<file path="config.mk">
export PLATFORM = sky130hd
export DESIGN_NAME = html_url_byte_escaper
export DESIGN_NICKNAME = d
export VERILOG_FILES = /design/src/hw/rtl/hue_pkg.sv /design/src/hw/rtl/hue_front.sv /design/src/hw/rtl/hue_queue.sv /design/src/hw/rtl/hue_back.sv /design/src/hw/rtl/html_url_byte_escaper.sv
export SDC_FILE = /design/constraint.sdc
export NUM_CORES = 1
export LEC_CHECK = 0
export BUFFER_PORTS_ARGS = -buffer_cell sky130_fd_sc_hd__buf_2
export CAP_MARGIN = 20
export CORE_MARGIN = 2
export CORE_UTILIZATION = 49
export CTS_CLUSTER_SIZE = 40
export DETAILED_ROUTE_END_ITERATION = 12
export MAX_ROUTING_LAYER = met4
export PLACE_DENSITY = 0.74
export SLEW_MARGIN = 20
export SYNTH_ARGS = -nofsm -noshare
export SYNTH_HDL_FRONTEND = slang
export SYNTH_SLANG_ARGS = --single-unit
</file>
<file path="constraint.sdc">
create_clock -name clk -period 3.6 [get_ports clk]
set_clock_uncertainty 0.2 [all_clocks]
set_input_delay 0.72 -clock clk [delete_from_list [all_inputs] [get_ports clk]]
set_output_delay 0.72 -clock clk [all_outputs]
set_load 0.005 [all_outputs]
</file>
<file path="src/hw/rtl/hue_pkg.sv">
// Package for the HTML/URL byte escaper: beat types, item classes and escape tables.
// No dependencies; used by every module in hw/rtl.
package hue_pkg;

  localparam int QUEUE_DEPTH = 4;

  typedef struct packed {
    logic       operation;
    logic [7:0] byte_in;
    logic       last_byte;
  } in_beat_t;

  typedef struct packed {
    logic [7:0] byte_out;
    logic       run_end;
    logic       text_end;
  } out_beat_t;

  localparam logic OP_HTML = 1'b0;
  localparam logic OP_URL  = 1'b1;

  typedef enum logic [2:0] {
    K_PASS = 3'd0,
    K_AMP  = 3'd1,
    K_LT   = 3'd2,
    K_GT   = 3'd3,
    K_QUOT = 3'd4,
    K_HEX  = 3'd5
  } kind_t;

  typedef struct packed {
    kind_t      kind;
    logic [7:0] data;
    logic       last;
  } item_t;

  function automatic logic url_keeps(input logic [7:0] c);
    logic keep;
    keep = 1'b0;
    if ((c >= 8'h30 && c <= 8'h39) || (c >= 8'h41 && c <= 8'h5A) ||
        (c >= 8'h61 && c <= 8'h7A)) begin
      keep = 1'b1;
    end else begin
      unique case (c)
        8'h7E, 8'h2D, 8'h5F, 8'h2E, 8'h2B, 8'h21, 8'h2A, 8'h28, 8'h29, 8'h2C,
        8'h25, 8'h23, 8'h40, 8'h3F, 8'h3D, 8'h3B, 8'h3A, 8'h2F, 8'h24: keep = 1'b1;
        default: keep = 1'b0;
      endcase
    end
    return keep;
  endfunction

  function automatic kind_t classify(input logic op, input logic [7:0] c);
    kind_t k;
    k = K_PASS;
    if (op == OP_HTML) begin
      unique case (c)
        8'h26:   k = K_AMP;
        8'h3C:   k = K_LT;
        8'h3E:   k = K_GT;
        8'h22:   k = K_QUOT;
        default: k = K_PASS;
      endcase
    end else begin
      priority if (url_keeps(c)) k = K_PASS;
      else if (c == 8'h26)       k = K_AMP;
      else                       k = K_HEX;
    end
    return k;
  endfunction

  function automatic logic [2:0] run_len(input kind_t k);
    logic [2:0] n;
    unique case (k)
      K_PASS:  n = 3'd1;
      K_AMP:   n = 3'd5;
      K_LT:    n = 3'd4;
      K_GT:    n = 3'd4;
      K_QUOT:  n = 3'd6;
      K_HEX:   n = 3'd3;
      default: n = 3'd1;
    endcase
    return n;
  endfunction

  function automatic logic [7:0] hex_digit(input logic [3:0] n);
    logic [7:0] d;
    if (n < 4'd10) d = 8'h30 + {4'h0, n};
    else           d = 8'h37 + {4'h0, n};
    return d;
  endfunction

  // "&amp;" "&lt;" "&gt;" "&quot;"
  function automatic logic [7:0] run_byte(input item_t it, input logic [2:0] idx);
    logic [7:0] b;
    b = it.data;
    unique case (it.kind)
      K_PASS: b = it.data;
      K_AMP: begin
        unique case (idx)
          3'd0:    b = 8'h26;
          3'd1:    b = 8'h61;
          3'd2:    b = 8'h6D;
          3'd3:    b = 8'h70;
          default: b = 8'h3B;
        endcase
      end
      K_LT, K_GT: begin
        unique case (idx)
          3'd0:    b = 8'h26;
          3'd1:    b = (it.kind == K_LT) ? 8'h6C : 8'h67;
          3'd2:    b = 8'h74;
          default: b = 8'h3B;
        endcase
      end
      K_QUOT: begin
        unique case (idx)
          3'd0:    b = 8'h26;
          3'd1:    b = 8'h71;
          3'd2:    b = 8'h75;
          3'd3:    b = 8'h6F;
          3'd4:    b = 8'h74;
          default: b = 8'h3B;
        endcase
      end
      K_HEX: begin
        unique case (idx)
          3'd0:    b = 8'h25;
          3'd1:    b = hex_digit(it.data[7:4]);
          default: b = hex_digit(it.data[3:0]);
        endcase
      end
      default: b = it.data;
    endcase
    return b;
  endfunction

endpackage

</file>
<file path="src/hw/rtl/hue_front.sv">
// Front stage: accepts input beats and registers them with their escape class.
// Depends on hue_pkg.
module hue_front (
  input  logic              clk,
  input  logic              rst_n,
  input  logic              in_push,
  output logic              in_full,
  input  hue_pkg::in_beat_t in_data,
  output logic              q_push,
  input  logic              q_full,
  output hue_pkg::item_t    q_item
);

  logic           valid_r, valid_nxt;
  hue_pkg::item_t item_r;
  logic           take;

  assign q_push  = valid_r && !q_full;
  assign in_full = valid_r && q_full;
  assign take    = in_push && !in_full;
  assign q_item  = item_r;

  always_comb begin
    valid_nxt = valid_r;
    if (take)        valid_nxt = 1'b1;
    else if (q_push) valid_nxt = 1'b0;
  end

  always_ff @(posedge clk) begin
    if (!rst_n) begin
      valid_r <= 1'b0;
    end else begin
      valid_r <= valid_nxt;
    end
  end

  always_ff @(posedge clk) begin
    if (take) begin
      item_r.kind <= hue_pkg::classify(in_data.operation, in_data.byte_in);
      item_r.data <= in_data.byte_in;
      item_r.last <= in_data.last_byte;
    end
  end

endmodule

</file>
<file path="src/hw/rtl/hue_queue.sv">
// Short queue of classified items between front and back stages.
// Depends on hue_pkg.
module hue_queue #(
  parameter int DEPTH = hue_pkg::QUEUE_DEPTH
) (
  input  logic           clk,
  input  logic           rst_n,
  input  logic           push,
  output logic           full,
  input  hue_pkg::item_t wr_item,
  input  logic           pop,
  output logic           empty,
  output hue_pkg::item_t rd_item
);

  localparam int PW = (DEPTH > 1) ? $clog2(DEPTH) : 1;
  localparam int CW = $clog2(DEPTH + 1);
  localparam logic [PW-1:0] LAST_PTR = PW'(DEPTH - 1);
  localparam logic [CW-1:0] FULL_CNT = CW'(DEPTH);

  hue_pkg::item_t mem [DEPTH];
  logic [PW-1:0]  wr_ptr_r, wr_ptr_nxt, rd_ptr_r, rd_ptr_nxt;
  logic [CW-1:0]  cnt_r, cnt_nxt;
  logic           do_push, do_pop;

  assign full    = (cnt_r == FULL_CNT);
  assign empty   = (cnt_r == '0);
  assign do_push = push && !full;
  assign do_pop  = pop && !empty;
  assign rd_item = mem[rd_ptr_r];

  always_comb begin
    wr_ptr_nxt = wr_ptr_r;
    rd_ptr_nxt = rd_ptr_r;
    cnt_nxt    = cnt_r;
    if (do_push) wr_ptr_nxt = (wr_ptr_r == LAST_PTR) ? '0 : wr_ptr_r + 1'b1;
    if (do_pop)  rd_ptr_nxt = (rd_ptr_r == LAST_PTR) ? '0 : rd_ptr_r + 1'b1;
    if (do_push && !do_pop)      cnt_nxt = cnt_r + 1'b1;
    else if (do_pop && !do_push) cnt_nxt = cnt_r - 1'b1;
  end

  always_ff @(posedge clk) begin
    if (!rst_n) begin
      wr_ptr_r <= '0;
      rd_ptr_r <= '0;
      cnt_r    <= '0;
    end else begin
      wr_ptr_r <= wr_ptr_nxt;
      rd_ptr_r <= rd_ptr_nxt;
      cnt_r    <= cnt_nxt;
    end
  end

  always_ff @(posedge clk) begin
    if (do_push) mem[wr_ptr_r] <= wr_item;
  end

endmodule

</file>
<file path="src/hw/rtl/hue_back.sv">
// Back stage: expands head item into its escaped run, one beat per cycle if popped.
// Depends on hue_pkg.
module hue_back (
  input  logic               clk,
  input  logic               rst_n,
  input  logic               q_empty,
  input  hue_pkg::item_t     q_item,
  output logic               q_pop,
  output logic               out_empty,
  input  logic               out_pop,
  output hue_pkg::out_beat_t out_data
);

  logic               ovalid_r, ovalid_nxt;
  hue_pkg::out_beat_t obeat_r;
  logic [2:0]         idx_r, idx_nxt;
  logic               load, at_end;

  assign load      = !q_empty && (!ovalid_r || out_pop);
  assign at_end    = (idx_r == hue_pkg::run_len(q_item.kind) - 3'd1);
  assign q_pop     = load && at_end;
  assign out_empty = !ovalid_r;
  assign out_data  = obeat_r;

  always_comb begin
    ovalid_nxt = ovalid_r;
    idx_nxt    = idx_r;
    if (load) begin
      ovalid_nxt = 1'b1;
      idx_nxt    = at_end ? 3'd0 : idx_r + 3'd1;
    end else if (out_pop) begin
      ovalid_nxt = 1'b0;
    end
  end

  always_ff @(posedge clk) begin
    if (!rst_n) begin
      ovalid_r <= 1'b0;
      idx_r    <= 3'd0;
    end else begin
      ovalid_r <= ovalid_nxt;
      idx_r    <= idx_nxt;
    end
  end

  always_ff @(posedge clk) begin
    if (load) begin
      obeat_r.byte_out <= hue_pkg::run_byte(q_item, idx_r);
      obeat_r.run_end  <= at_end;
      obeat_r.text_end <= at_end && q_item.last;
    end
  end

endmodule

</file>
<file path="src/hw/rtl/html_url_byte_escaper.sv">
// Top level of the HTML/URL byte escaper: front stage, item queue, back stage.
// Depends on hue_pkg, hue_front, hue_queue, hue_back.
//
//   channel | handshake            | payload
//   --------+----------------------+------------------------------------------
//   in      | in_push / in_full    | in_data: operation, byte_in, last_byte
//   out     | out_empty / out_pop  | out_data: byte_out, run_end, text_end
//
// One input beat per cycle enters while the queue has room; the back stage
// emits one output beat per cycle while out_pop takes them, and a byte
// expands to 1 to 6 beats (1 pass-through, 3 percent-hex, 4 to 6 entity).
// The first output beat passes the front register, the queue and the output
// register. Synchronous active-low reset empties all stages. Either side may
// stall independently; the queue of QUEUE_DEPTH items absorbs the difference.
module html_url_byte_escaper #(
  parameter int QUEUE_DEPTH = hue_pkg::QUEUE_DEPTH
) (
  input  logic               clk,
  input  logic               rst_n,
  input  logic               in_push,
  output logic               in_full,
  input  hue_pkg::in_beat_t  in_data,
  output logic               out_empty,
  input  logic               out_pop,
  output hue_pkg::out_beat_t out_data
);

  logic           f_push, q_full, q_empty, q_pop;
  hue_pkg::item_t f_item, q_item;

  hue_front u_front (
    .clk     (clk),
    .rst_n   (rst_n),
    .in_push (in_push),
    .in_full (in_full),
    .in_data (in_data),
    .q_push  (f_push),
    .q_full  (q_full),
    .q_item  (f_item)
  );

  hue_queue #(.DEPTH(QUEUE_DEPTH)) u_queue (
    .clk     (clk),
    .rst_n   (rst_n),
    .push    (f_push),
    .full    (q_full),
    .wr_item (f_item),
    .pop     (q_pop),
    .empty   (q_empty),
    .rd_item (q_item)
  );

  hue_back u_back (
    .clk       (clk),
    .rst_n     (rst_n),
    .q_empty   (q_empty),
    .q_item    (q_item),
    .q_pop     (q_pop),
    .out_empty (out_empty),
    .out_pop   (out_pop),
    .out_data  (out_data)
  );

endmodule
</file>
==> impl_metrics.tcl, run 1 <==
set metrics [dict create \
    cts_resized 0 \
    fillCellCount 677 \
    nets 389 \
    grt_usage 0.193 \
    overflow 0 \
    ys.warnings.count 0 \
    cp_max_fo 16 \
    synth-edff-count 70 \
    holdWs_ns 0.277 \
    grt_max_degree 18 \
    synthToLayoutAreaGrowth_pct 11.5 \
    wl_per_cell_um 16.4 \
    numCtsBuffers 9 \
    worstPathArrival_ns 3.45 \
    synthTopCellsByArea "edfxtp_1 (51%), dfxtp_1 (6.8%), mux4_2 (6.5%)" \
    viasPerCell 5.73 \
    maxSlewViolCount 0 \
    clk_pin_slew_ns 0.09 \
    core_area_um2 8180 \
    initial_core_util 0.505 \
    die_h_um 95.8 \
    max-vdd-ir-drop_v 0.000344 \
    ys_types 56 \
    drt_iter0_drc 101 \
    multi_input_area_um2 1600 \
    fin_crit_sh 0.939 \
    finalSetupTns_ns 0 \
    required_ns 3.67 \
    endpoint_kind "register" \
    grt_pass1_vias 2636 \
    powerDensity_nw_per_um2 702 \
    dp_hpwl_um 5470 \
    synth_top_area_cell "edfxtp_1" \
    antenna_cells 0 \
    synthesis.nets 359 \
    power.leakage_nw 1.64 \
    stdcell_count 471 \
    crit_chain "mux4_2 -> buf_4 -> nand2b_1 -> o21ai_0 -> o22ai_1 -> or2_1 -> ha_1 -> inv_1 -> fa_1 -> xor2_1 -> or3_1 -> a21oi_1" \
    synthTopCellsByCount "edfxtp_1 (70), nor2_1 (25), inv_1 (22)" \
    fp.dieW_um 95.8 \
    clock-sinks 84 \
    cts_tree "built" \
    fmax_mhz 296 \
    h-tree-depth 3 \
    drive_gt1_frac 0.194 \
    cts-hold-fix-buffers 0 \
    ys_seq_elements 84 \
    final_hold_viol_count 0 \
    clockBufferDepth 2 \
    setup-violations-final 0 \
    status "completed" \
    crit_type "reg -> reg" \
    drcViolationCount 0 \
    cts_setup_buffers 0 \
    synth.avg_cell_area_um2 12.5 \
    min_period_ns 3.38 \
    maxCapViolations 0 \
    die_area_um2 9170 \
    firstDrtPassIters 4 \
    synth_most_common_cell "edfxtp_1" \
    dp.cells 455 \
    crit_slowest_cell "mux4_2" \
    antenna_found_initial 0 \
    wirelength_um 7750 \
    worstMarginPinSlew_ns 0.608 \
    fp-row-count 33 \
    detail-route-antenna-nets 0 \
    clockRootBuffer "clkbuf_8" \
    post-route-util 0.563 \
    synth_area_um2 4130 \
    grt_pass1_wl_um 12800 \
    finalWeightedCongestion 0.909 \
    synthFlopType "edfxtp_1" \
    yosys.area.top_type_share 0.509 \
    critPathLaunchType "register" \
    regArea_um2 2380 \
    hold_class "reg -> reg" \
    vias 2700 \
    clk_latency_ns 0.34 \
    io_buffers 25 \
    cpPeakStageDelay_ns 0.58 \
    rsz0062_at_grt "false" \
    power_mw 3.23 \
    pin_count 26 \
    slew_headroom 0.595 \
    async_flop_share 0 \
    ys_seq_area_frac 0.577 \
    synthCells 331 \
]
metal layers:
metal,GRT usage,routed length (um),up-vias
li1,-,-,1314
met1,0.236,3390,1297
met2,0.313,3870,73
met3,0.0266,295,16
met4,0.105,187,0
met5,-,0,-
state kept, by name, indices dropped and copies added, names as in the netlist, named ones only:
signal,cells
u_back.idx_r,3
u_back.out_data,10
u_back.ovalid_r,1
u_front.q_item,12
u_front.valid_r,1
u_queue.cnt_r,3
u_queue.mem,48
u_queue.rd_ptr_r,2
u_queue.wr_ptr_r,2
power by group:
group / internal [mW] / total [mW] / switching, mW / leakage [nW]
combinational: 0.481 / 1.16 / 0.677 / 0.765
sequential: 1.25 / 1.34 / 0.0839 / 0.765
clock: 0.395 / 0.735 / 0.341 / 0.108
cells by family after synthesis:
family | after synthesis | synth area share
fa+ha+maj | 14 | 0.0443
xor+xnor | 7 | 0.0149
flops | 84 | 0.577
compound gates | 82 | 0.133
simple gates | 87 | 0.107
mux | 21 | 0.0879
buf+inv | 36 | 0.0361
metrics by stage:
step | cell area (um2) | setup slack [ns]
final | 4600 | 0.218
after global routing | 4600 | 0.0230
after CTS | 4600 | 0.117
after detailed placement | 4380 | 0.150
after global placement | 4380 | 0.257
after floorplan | 4130 | 0.243
area by class of cell:
cell class,instances,share of cell area
inverter,22,0.0179
multi-input combinational,211,0.347
clock inverter,7,0.0212
sequential,84,0.518
tap,105,0.0286
clock buffer,9,0.0269
timing repair buffer,33,0.0403
cells in the final DEF (no fill, tap or decap), drive strengths merged, types with 3 or more instances in the layout:
cell	count
a21oi	21
o211ai	3
nand2	20
ha	13
nor2	25
nor3	6
buf	33
edfxtp	70
xor2	3
and2	6
o31ai	3
mux4	12
mux2i	7
nor2b	7
a31oi	5
dfxtp	14
or3	5
a211oi	6
nand3	3
xnor2	4
o22ai	6
o21ai	12
inv	24
clkbuf	9
or2	3
worst max-delay path, delay by kind of cell (launching register included):
| kind | cells | cell delay (ns) |
|---|---|---|
| and+or+nand+nor | 3 | 0.64 |
| adders and majority gates | 2 | 0.59 |
| muxes | 1 | 0.58 |
| AOI/OAI and AO/OA | 3 | 0.43 |
| DFF | 1 | 0.41 |
| buffers and inverters | 2 | 0.28 |
| xor gates and xnor gates | 1 | 0.18 |
path summary, 6_finish.rpt:
kind                                       from                to  cells past startpoint  slack [ns]
worst max-delay path                   register  u_queue.cnt_r[2]                     12        0.22
worst min-delay path            u_back.ovalid_r   u_back.ovalid_r                      2        0.28
worst max register to register         register  u_queue.cnt_r[2]                     12        0.22
worst min register to register  u_back.ovalid_r   u_back.ovalid_r                      2        0.28
(Power assumes the default switching activity.)
==> run 2: changes to the inputs <==
--- a/config.mk
+++ b/config.mk
@@ -9,6 +9,7 @@
 export CAP_MARGIN = 20
 export CORE_MARGIN = 2
 export CORE_UTILIZATION = 49
+export CTS_BUF_LIST = sky130_fd_sc_hd__clkbuf_16
 export CTS_CLUSTER_SIZE = 40
 export DETAILED_ROUTE_END_ITERATION = 12
 export MAX_ROUTING_LAYER = met4
==> run 2 against run 1 <==
  * Count of clock-buffer cells in the layout is the same
  * Non-clock buffer count unchanged
  * Maximum frequency grew 0.42%
  * Cell count is the same
  * Critical path depth did not move
  * Combinational power is essentially flat
  * Clock power increased by 34%
  * Wire length increased by 2.2%
  * Worst setup slack improved by 0.014 ns
  * Critical path type unchanged
  * Largest power group unchanged
  * Highest routed layer unchanged
==> impl_metrics.tcl, run 2 (synthesized netlist as in run 1, its figures left out) <==
set metrics [dict create \
    use_met1 0.235 \
    clockBufferDepth 2 \
    grt_max_degree 18 \
    maxSlewViolCount 0 \
    antenna_found_initial 0 \
    crit_type "reg -> reg" \
    post-route-util 0.575 \
    wl_per_cell_um 16.8 \
    clk_latency_ns 0.33 \
    rsz0062_at_grt "false" \
    drive_gt1_frac 0.194 \
    hold_class "reg -> reg" \
    fin_crit_sh 0.935 \
    p_sw_frac 0.327 \
    overflow 0 \
    fmax_mhz 297 \
    cts_tree "built" \
    pwr-share-comb 0.332 \
    mostFrequentLayoutCells "edfxtp_1 (70), nor2_1 (25), buf_2 (25)" \
    nets 389 \
    status "completed" \
    clockRootBuffer "clkbuf_16" \
    io_buffers 25 \
    cts_resized 0 \
    crit_slowest_cell "mux4_2" \
    grt_pass1_vias 2640 \
    viasPerCell 5.72 \
    top_register "u_queue.mem" \
    die_area_um2 9170 \
    power.leakage_nw 1.68 \
    core_area_um2 8180 \
    grt.met3_usage 0.0431 \
    fp.dieW_um 95.8 \
    final_common_cell "edfxtp_1" \
    dpl-instance-area_um2 4380 \
    detail-route-antenna-nets 0 \
    power_switching_mw 1.14 \
    slew_headroom 0.584 \
    cp_max_fo 16 \
    finalWeightedCongestion 0.909 \
    finalSetupTns_ns 0 \
    wirelength_um 7920 \
    critPathLaunchType "register" \
    setup-violations-final 0 \
    clockPowerShare 0.283 \
    dp.cells 455 \
    power_frac_seq 0.384 \
    worstPathArrival_ns 3.43 \
    largest_register_ffs 48 \
    worstMarginPinSlew_ns 0.624 \
    maxCapViolations 0 \
    endpoint_kind "register" \
    cp_num_buf_inv 2 \
    drt_iter0_drc 115 \
    powerDensity_nw_per_um2 741 \
    stdcell_count 471 \
    holdWs_ns 0.274 \
    die_h_um 95.8 \
    required_ns 3.66 \
    clock-sinks 84 \
    grt_pass1_wl_um 13000 \
    cts_setup_buffers 0 \
    antenna_cells 0 \
    intPower_mw 2.35 \
    final_cell_area_um2 4700 \
    dp_hpwl_um 5470 \
    pin_count 26 \
    path_delay_family "simple AND/OR/NAND/NOR gates" \
    h-tree-depth 3 \
    drcViolationCount 0 \
    crit_chain "mux4_2 -> buf_4 -> nand2b_1 -> o21ai_0 -> o22ai_1 -> or2_1 -> ha_1 -> inv_1 -> fa_1 -> xor2_1 -> or3_1 -> a21oi_1" \
    fillCellCount 673 \
    worst_r2r_endpoint "u_queue.cnt_r[2]" \
    reg2reg_depth 12 \
    fp-row-count 33 \
    r2r_slack_ns 0.23 \
    dp_worst_setup_slack_ns 0.150 \
    cts-hold-fix-buffers 0 \
    max-vdd-ir-drop_v 0.000415 \
    final_hold_viol_count 0 \
    grt_usage 0.198 \
    initial_core_util 0.505 \
    worst_slack_ns 0.233 \
    vias 2696 \
    crit_cells 12 \
    top_usage_layer "met2" \
    clk_pin_slew_ns 0.06 \
    power_mw 3.49 \
    min_period_ns 3.37 \
    numCtsBuffers 9 \
    cpPeakStageDelay_ns 0.57 \
    met2_usage 0.321 \
    firstDrtPassIters 4 \
    synthToLayoutAreaGrowth_pct 13.9 \
    critPathCapture "u_queue.cnt_r[2]" \
]
run 2: cell count changes in the layout (fill, tap and decap cells not counted):
cell	previous run	this run
clkbuf_16	0	9
clkbuf_8	9	0
run 2: power by group through the flow:
stage	combinational [mW]	clock, mW	sequential (mW)
2_1_floorplan	0.833	0	1.35
3_5_place_dp	1.15	0	1.36
4_1_cts	1.15	1.00	1.34
5_1_grt	1.30	1.05	1.36
6_report	1.16	0.988	1.34
3_3_place_gp	1.14	0	1.35
run 2: how the worst min path moves through the flow:
stage | start | end | slack (ns) | depth (start not counted)
after floorplan | u_back.ovalid_r | u_back.ovalid_r | 0.25 | 2
after global placement | u_back.ovalid_r | u_back.ovalid_r | 0.25 | 2
after detailed placement | u_back.ovalid_r | u_back.ovalid_r | 0.27 | 2
after CTS | u_back.ovalid_r | u_back.ovalid_r | 0.28 | 2
after global routing | u_queue.rd_ptr_r[1] | register | 0.30 | 2
final | u_back.ovalid_r | u_back.ovalid_r | 0.27 | 2
run 2: tightest hold or removal path, cell delays in order, from the launching register on:
cell and delay [ns]:
dfxtp_1 0.33, nand2_1 0.06, a21oi_1 0.05
run 2: layout make-up:
| type | instances | area (um2) | area share |
|---|---|---|---|
| clock buffers | 9 | 225 | 0.0479 |
| flip-flops and latches | 84 | 2380 | 0.507 |
| inverters | 22 | 82.6 | 0.0176 |
| multi-input cells | 211 | 1600 | 0.340 |
| clock inverters | 7 | 97.6 | 0.0208 |
| well taps | 105 | 131 | 0.0279 |
| repair buffers | 33 | 185 | 0.0394 |
run 2: per-layer routing:
| metal | up-vias | routed length, um |
|---|---|---|
| li1 | 1318 | - |
| met1 | 1282 | 3440 |
| met2 | 86 | 4000 |
| met3 | 10 | 329 |
| met4 | 0 | 150 |
| met5 | - | 0 |
